## src/hw/rtl/fmpf_pkg.sv

```systemverilog
// Package for the first-match packet filter: request and response structs,
// operation and chain codes, and the front-to-back command type.
// No dependencies.
package fmpf_pkg;

   localparam logic OP_ADD      = 1'b0;
   localparam logic OP_CLASSIFY = 1'b1;

   localparam logic [1:0] CHAIN_INPUT   = 2'd0;
   localparam logic [1:0] CHAIN_OUTPUT  = 2'd1;
   localparam logic [1:0] CHAIN_FORWARD = 2'd2;
   localparam logic [1:0] CHAIN_NONE    = 2'd3;
   localparam int         NUM_CHAINS    = 3;

   localparam logic [1:0] CSR_POLICY_INPUT   = 2'd0;
   localparam logic [1:0] CSR_POLICY_OUTPUT  = 2'd1;
   localparam logic [1:0] CSR_POLICY_FORWARD = 2'd2;

   // Width of one stored rule: addresses, masks, protocol, ports, target.
   localparam int RULE_W = 32 * 4 + 8 + 16 + 16 + 1;

   typedef struct packed {
      logic        operation;
      logic [1:0]  chain_select;
      logic [31:0] src_ip;
      logic [31:0] src_netmask;
      logic [31:0] dst_ip;
      logic [31:0] dst_netmask;
      logic [7:0]  proto_num;
      logic [15:0] src_l4port;
      logic [15:0] dst_l4port;
      logic        rule_target;
      logic        has_ip_header;
      logic        has_transport;
   } req_type;

   typedef struct packed {
      logic       verdict;
      logic       status;
      logic       rule_hit;
      logic [5:0] hit_slot;
   } rsp_type;

   typedef struct packed {
      logic [31:0] sip;
      logic [31:0] smask;
      logic [31:0] dip;
      logic [31:0] dmask;
      logic [7:0]  proto;
      logic [15:0] sport;
      logic [15:0] dport;
      logic        target;
   } rule_type;

   // Classified command handed from the front end to the scan engine.
   typedef struct packed {
      logic       is_add;      // add with a free slot
      logic       is_scan;     // classify on a real chain
      logic [1:0] chain;
      logic [5:0] slot;        // slot to write for an add
      logic       policy;      // chain default verdict
      req_type    req;
   } cmd_type;

endpackage

```

## src/hw/rtl/fmpf_front.sv

```systemverilog
// Front end of the packet filter: accepts requests, keeps the per-chain
// rule counts and policy registers, and hands classified commands onward.
// Depends on fmpf_pkg.
module fmpf_front #(
   parameter int RULES_PER_CHAIN = 16
) (
   input  logic               clock,
   input  logic               reset,
   input  logic               req_push,
   output logic               req_full,
   input  fmpf_pkg::req_type  req_data,
   input  logic               csr_write,
   input  logic [1:0]         csr_index,
   input  logic [0:0]         csr_data,
   output logic               cmd_valid,
   input  logic               cmd_ready,
   output fmpf_pkg::cmd_type  cmd_data
);
   localparam int CW = $clog2(RULES_PER_CHAIN + 1);

   logic [CW-1:0] count_ff [fmpf_pkg::NUM_CHAINS];
   logic [CW-1:0] count_in [fmpf_pkg::NUM_CHAINS];
   logic [fmpf_pkg::NUM_CHAINS-1:0] policy_ff, policy_in;
   logic              cmd_valid_ff, cmd_valid_in;
   fmpf_pkg::cmd_type cmd_ff, cmd_in;
   logic              accept;
   logic [CW-1:0]     cur_count;
   logic              chain_ok;

   assign req_full  = cmd_valid_ff && !cmd_ready;
   assign accept    = req_push && !req_full;
   assign cmd_valid = cmd_valid_ff;
   assign cmd_data  = cmd_ff;
   assign chain_ok  = req_data.chain_select != fmpf_pkg::CHAIN_NONE;
   assign cur_count = chain_ok ? count_ff[req_data.chain_select] : '0;

   // Apply policy writes and classify the request; slots fill in order so the count is the free slot.
   always_comb begin
      count_in     = count_ff;
      policy_in    = policy_ff;
      cmd_valid_in = cmd_valid_ff && !cmd_ready;
      cmd_in       = cmd_ff;
      if (csr_write) begin
         case (csr_index)
            fmpf_pkg::CSR_POLICY_INPUT:   policy_in[0] = csr_data[0];
            fmpf_pkg::CSR_POLICY_OUTPUT:  policy_in[1] = csr_data[0];
            fmpf_pkg::CSR_POLICY_FORWARD: policy_in[2] = csr_data[0];
            default: ;
         endcase
      end
      if (accept) begin
         cmd_valid_in   = 1'b1;
         cmd_in.req     = req_data;
         cmd_in.chain   = req_data.chain_select;
         cmd_in.slot    = 6'(cur_count);
         cmd_in.policy  = chain_ok ? policy_ff[req_data.chain_select] : 1'b0;
         cmd_in.is_add  = (req_data.operation == fmpf_pkg::OP_ADD) && chain_ok &&
                          (cur_count < CW'(RULES_PER_CHAIN));
         cmd_in.is_scan = (req_data.operation == fmpf_pkg::OP_CLASSIFY) && chain_ok;
         if (cmd_in.is_add) begin
            count_in[req_data.chain_select] = cur_count + CW'(1);
         end
      end
   end

   always_ff @(posedge clock) begin
      if (reset) begin
         for (int c = 0; c < fmpf_pkg::NUM_CHAINS; c++) begin
            count_ff[c] <= '0;
         end
         policy_ff    <= '0;
         cmd_valid_ff <= 1'b0;
      end else begin
         count_ff     <= count_in;
         policy_ff    <= policy_in;
         cmd_valid_ff <= cmd_valid_in;
      end
      cmd_ff <= cmd_in;
   end

   chk_count_bound: assert property (@(posedge clock) disable iff (reset)
      count_ff[0] <= CW'(RULES_PER_CHAIN) && count_ff[1] <= CW'(RULES_PER_CHAIN) &&
      count_ff[2] <= CW'(RULES_PER_CHAIN))
      else $error("rule count above chain size");
   chk_hold: assert property (@(posedge clock) disable iff (reset)
      cmd_valid_ff && !cmd_ready |=> cmd_valid_ff && $stable(cmd_ff))
      else $error("stalled command changed");
   chk_exclusive: assert property (@(posedge clock) disable iff (reset)
      cmd_valid_ff |-> !(cmd_ff.is_add && cmd_ff.is_scan))
      else $error("command both add and scan");
endmodule

```

## config.mk

```make
export PLATFORM = sky130hd
export DESIGN_NAME = fmpf_front
export DESIGN_NICKNAME = d
export VERILOG_FILES = /design/src/hw/rtl/fmpf_pkg.sv /design/src/hw/rtl/fmpf_front.sv
export SDC_FILE = /design/constraint.sdc
export NUM_CORES = 1
export LEC_CHECK = 0
export BUFFER_PORTS_ARGS = -buffer_cell sky130_fd_sc_hd__buf_2
export CORE_MARGIN = 3
export CORE_UTILIZATION = 30
export DETAILED_ROUTE_END_ITERATION = 16
export GPL_ROUTABILITY_DRIVEN = 0
export PLACE_DENSITY_LB_ADDON = 0.25
export SLEW_MARGIN = 20
export SYNTH_ARGS = -nofsm -noshare
export SYNTH_HDL_FRONTEND = slang
export SYNTH_SLANG_ARGS = --single-unit
```

## constraint.sdc

```tcl
create_clock -name clock -period 12.65 [get_ports clock]
set_clock_uncertainty 0.05 [all_clocks]
set_input_delay 2.53 -clock clock [delete_from_list [all_inputs] [get_ports clock]]
set_output_delay 2.53 -clock clock [all_outputs]
set_load 0.02 [all_outputs]
```

# Yosys cells after proc, flatten, opt, wreduce, memory -nomap -nowiden
# Cells that the tools add are included.
# W data, S select, Z words.
op_classes:
  n_bitwise: 2
  n_reduce_logical: 13
  n_eq_ne: 3
  n_mux: 10
  n_addsub: 1
  n_lt_le_gt_ge: 4
op_table:
  columns: ["op", "n"]
  rows:
  - ["$mux W5", 4]
  - ["$bwmux W15", 1]
  - ["$bmux W5 S2", 1]
  - ["$demux W5 S2", 1]
  - ["$reduce_and A2 Y1", 4]
  - ["$logic_and A1 B1 Y1", 6]
  - ["$add A5 B1 Y5 const B", 1]
  - ["$lt A5 B5 Y1 const B", 1]
  - ["$ge A3 B3 Y1 const B", 1]
  - ["$lt A2 B3 Y1 const B", 1]
  - ["$lt A3 B1 Y1 const B", 1]
  - ["$not A2 Y3", 1]
  - ["$bmux W1 S2", 1]
  - ["$eq A2 B1 Y1 const B", 1]
  - ["$eq A2 B2 Y1 const B", 1]
  - ["$logic_not A1 Y1", 2]
  - ["$logic_not A2 Y1", 1]
  - ["$mux W1", 2]
  - ["$ne A2 B2 Y1 const B", 1]
  - ["$not A1 Y1", 1]
totals:
  regBits: 201
  output_inout_bits: 187
  inputBits: 182
  elab_cells: 56

# Logic depth before layout (Yosys ltp)
logic_depth:
  word_depth: 8
  ltp_mapped: 7
  mapped_depth_nobuf: 6

# Least setup slack after synthesis
# Ideal clock, no wire load.
synth_timing:
  path_type: "input -> register"
  startpoint: "input port cmd_ready"
  endpoint: "register cmd_ff, in the netlist cmd_data[0] (enable)"
  setup_time_ps: 728
  stages: 4
  setup_slack_ps: 1359
  arrival_ps: 10514
  t_required_ps: 11872
  cell_sequence: "nand2b_1 clkbuf_1 inv_1 nor2_1"
synth_via:
  elab_chain_len: 4
synth_rtl:
  columns: ["item", "line_no", "source"]
  rows:
  - ["from (decl)", "fmpf_front.sv:16", "input logic cmd_ready,"]
  - ["$logic_not A1 Y1", "fmpf_front.sv:30", "assign req_full = cmd_valid_ff && !cmd_ready;"]
  - ["$logic_and A1 B1 Y1", "fmpf_front.sv:30", null]
  - ["named net req_full", "fmpf_front.sv:10", "output logic req_full,"]
  - ["$logic_not A1 Y1", "fmpf_front.sv:31", "assign accept = req_push && !req_full;"]
  - ["$logic_and A1 B1 Y1", "fmpf_front.sv:31", null]
  - ["named net accept", "fmpf_front.sv:26", "logic accept;"]
  - ["to (signal assigned)", "fmpf_front.sv:78", "cmd_ff <= cmd_in;"]
  - ["to (decl)", "fmpf_front.sv:25", "fmpf_pkg::cmd_type cmd_ff, cmd_in;"]
# The timed path passes the listed nets, and every way through them passes these cells.
# A chain may end at the register's enable or synchronous reset.

# Final worst setup path
layout_timing:
  startpoint: "input port cmd_ready"
  endpoint: "output port req_full"
layout_via:
  elab_chain_len: 2
layout_rtl:
  columns: ["item", "line_no"]
  rows:
  - ["$logic_not A1 Y1", "fmpf_front.sv:30"]
  - ["$logic_and A1 B1 Y1", "fmpf_front.sv:30"]
  - ["to (decl)", "fmpf_front.sv:10"]
# No other way between the ends.

==> run_results.csv <==
group,metric,value,unit
run_status,status,"completed",
clock_network,cts_sinks,201,
logic_synthesis,syn_inst,291,
sta,fin_setup_tns,0,ns
placement,io_buffers,367,
setup_path,worstPathArrival,3.16,ns
detailed_routing,detail_route.wl_per_cell,17.4,um
setup_path,r2r_slack,10.25,ns
die,initial_core_util,30.7,%
sta,setup_viol,0,
clock_network,post-cts-setup-buffers,0,
logic_synthesis,synthTopCellsByArea,"edfxtp_1 84%, dfxtp_1 5.9%, mux2i_1 2.3%, nor2_1 1.0%, o2bb2ai_4 0.85%",
sta,period_share,45.4,%
sta,fin_crit,5.74,ns
setup_path,r2r_end,"cmd_data[65]",
detailed_routing,wirelength,16900,um
setup_path,critPathKind,"input pin to output port",
clock_network,cts.clk_slew.worst_paths,0.06,ns
finish,stdcell_count,967,
setup_path,cp_num_buf_inv,3,
logic_synthesis,synth_enable_flop_cells,182,
setup_path,end_kind,"output port",
detailed_routing,final_antenna_net_count,0,
logic_synthesis,syn-num-nets,474,
finish,multi_input_area,597,um2
finish,drive_above_1_share,59.1,%
logic_synthesis,synthArstFlopShare,0,%
placement,hpwl,12800,um
clock_network,numCtsBuffers,21,
power_and_ir_drop,p_leak,3.99,nW
sta,rsz0062_at_grt,"false",
logic_synthesis,synth.distinct_cells,31,
setup_path,crit_fanout,5,
setup_path,reg2reg_from,"cmd_valid",
die,chipHeight,153,um
setup_path,r2r.worst_path.cells,5,
clock_network,insertion_delay,0.49,ns
detailed_routing,drcViolationCount,0,
clock_network,cts_buffer_depth,3,
grt,gr-total-overflow,0,
finish,areaGrowthSynthToFinish,44.1,%
logic_synthesis,syn_avg_cell_area,22.3,um2
finish,regArea,0.00585,mm2
detailed_routing,first_pass_iters,4,
grt,grt.total_usage,13.4,%
power_and_ir_drop,peakVddDrop,0.110,mV
detailed_routing,drt-vias-per-instance,4.20,
die,rows,53,
logic_synthesis,ys_ff_latch,201,
setup_path,cp.depth,4,
logic_synthesis,syn-cell-area,0.00650,mm2
setup_path,crit_path_cell_trace,"buf_2 > nand2b_1 > inv_1 > buf_2",
power_and_ir_drop,p_per_area,164,mW/mm2
logic_synthesis,synth_top_area_share,84.1,%
setup_path,critPathTopFamily,"buffers and inverters",
grt,grt_pass1_wl,24800,um
sta,slew_headroom,39.6,%
logic_synthesis,ys.flop_type,"edfxtp_1",
die,die_x,153,um
setup_path,worstPathRequired,10.07,ns
grt,antenna_found_initial,2,
die,io_pins,369,
setup_path,crit_start,"cmd_ready",
placement,dp_cells,928,
setup_path,crit_top_cell,"buf_2",
clock_network,htree_levels,1,
logic_synthesis,synth_area_leader_cell,"edfxtp_1",
setup_path,slowest_stage,"nand2b_1",
die,die_area,0.0235,mm2
clock_network,cts.root.buffer_cell,"clkbuf_16",
logic_synthesis,seq_area_frac_synth,89.9,%
setup_path,startpoint_type,"input pin",
clock_network,cts_tree,"yes",
grt,grt_pass1_vias,4291,
finish,nFillCells,1934,
job,max-cap-violations,0,
sta,fmax,174,MHz
setup_path,endpoint,"req_full",
clock_network,post_cts_resize_count,0,
sta,drv_slew,0,
finish,num-nets-final,859,
min_path,hold_path.class,"flip-flop to flip-flop",
grt,grt_max_degree,71,
setup_path,cpPeakStageDelay,0.21,ns
sta,hold_viol,0,
die,coreArea,0.0212,mm2
detailed_routing,drt-initial-drc-count,209,
clock_network,ctsHoldBuffers,0,
sta,worst_pin_slew,0.906,ns
detailed_routing,detailroute.via_count,4061,
logic_synthesis,ys_warn_count,0,
through the flow:
stage | area, um2 | power [W] | setup WS [ns] | util [%] | hold slack, ns
after floorplan | 6500 | 0.000864 | 1.36 | - | 0.386
after global placement | 8650 | 0.000922 | 6.92 | 40.9 | 0.400
after detailed placement | 8650 | 0.000925 | 6.90 | 40.9 | 0.405
after CTS | 9360 | 0.00156 | 6.91 | 44.2 | 0.417
after global routing | 9360 | 0.00159 | 6.87 | 44.2 | 0.437
final | 9360 | 0.00153 | 6.91 | 44.3 | 0.416
cell type report:
type / count / area share, %
flip-flops and latches: 201 / 62.4
repair buffers: 370 / 19.9
multi-input cells: 80 / 6.38
clock buffers: 24 / 5.73
well taps: 275 / 3.68
clock inverters: 13 / 1.78
inverters: 2 / 0.0802
diodes: 2 / 0.0535
cell usage after synthesis (all sizes together) (2+ instances only):
library cell and instances:
edfxtp 182, dfxtp 19, nor2 18, mux2i 15, a21oi 8, nand2 6
buf 5, nand2b 5, o2bb2ai 4, clkbuf 3, nand4b 3, nor3b 3
or3b 3, inv 2, o21ai 2, o31ai 2
sequential cells by signal, summed over array words and instances, names as in the netlist:
register   cells
cmd_data     182
count_ff      15
policy_ff      3
cmd_valid      1
logic make-up after synthesis:
kind of cell	synth area share [%]
mux	2.31
buf+inv	0.982
xor+xnor	0.135
simple gates	3.70
compound gates	2.68
other cells	0.0577
fa+ha+maj	0.192
flops	89.9
placed cells by master (no fill, tap or decap), types with 2 or more instances in the layout:
cell,count
o21ai_0,2
o31ai_1,2
clkbuf_16,21
buf_2,367
clkinv_1,4
mux2i_1,15
edfxtp_1,182
nor2_1,17
clkbuf_1,3
nor3b_1,2
clkinv_2,3
buf_4,3
o2bb2ai_4,2
nand2_1,6
o2bb2ai_2,2
dfxtp_1,19
nand4b_1,2
or3b_1,3
inv_1,2
bufinv_16,4
a21oi_1,8
nand2b_1,5
diode_2,2
tightest hold or removal path: stages (launching register included):
cell     delay, ns
dfxtp_1       0.31
nand2_1       0.05
a21oi_1       0.05
where the power goes:
part	leakage (nW)	switching, W	internal [W]
sequential	1.92	0.00000881	0.000767
clock	0.342	0.000238	0.000386
combinational	1.73	0.0000868	0.0000453
worst min-delay path by stage:
stage | startpoint | endpoint | cells after the start
detailed placement | count_ff[13] | count_ff[13] | 2
finish | count_ff[13] | count_ff[13] | 2
floorplan | count_ff[13] | count_ff[13] | 2
CTS | count_ff[13] | count_ff[13] | 2
global route | count_ff[13] | count_ff[13] | 2
global placement | count_ff[13] | count_ff[13] | 2
metal layers:
| layer | vias up | share of wire, % | wire length, um | track usage [%] |
|---|---|---|---|---|
| li1 | 1898 | - | - | - |
| met1 | 1941 | 36 | 6150 | 15.2 |
| met2 | 200 | 53 | 8860 | 23.8 |
| met3 | 22 | 9.3 | 1560 | 4.70 |
| met4 | 0 | 1.6 | 278 | 3.90 |
| met5 | - | 0 | 0 | 0 |
Power figures use the tool's default switching activity.
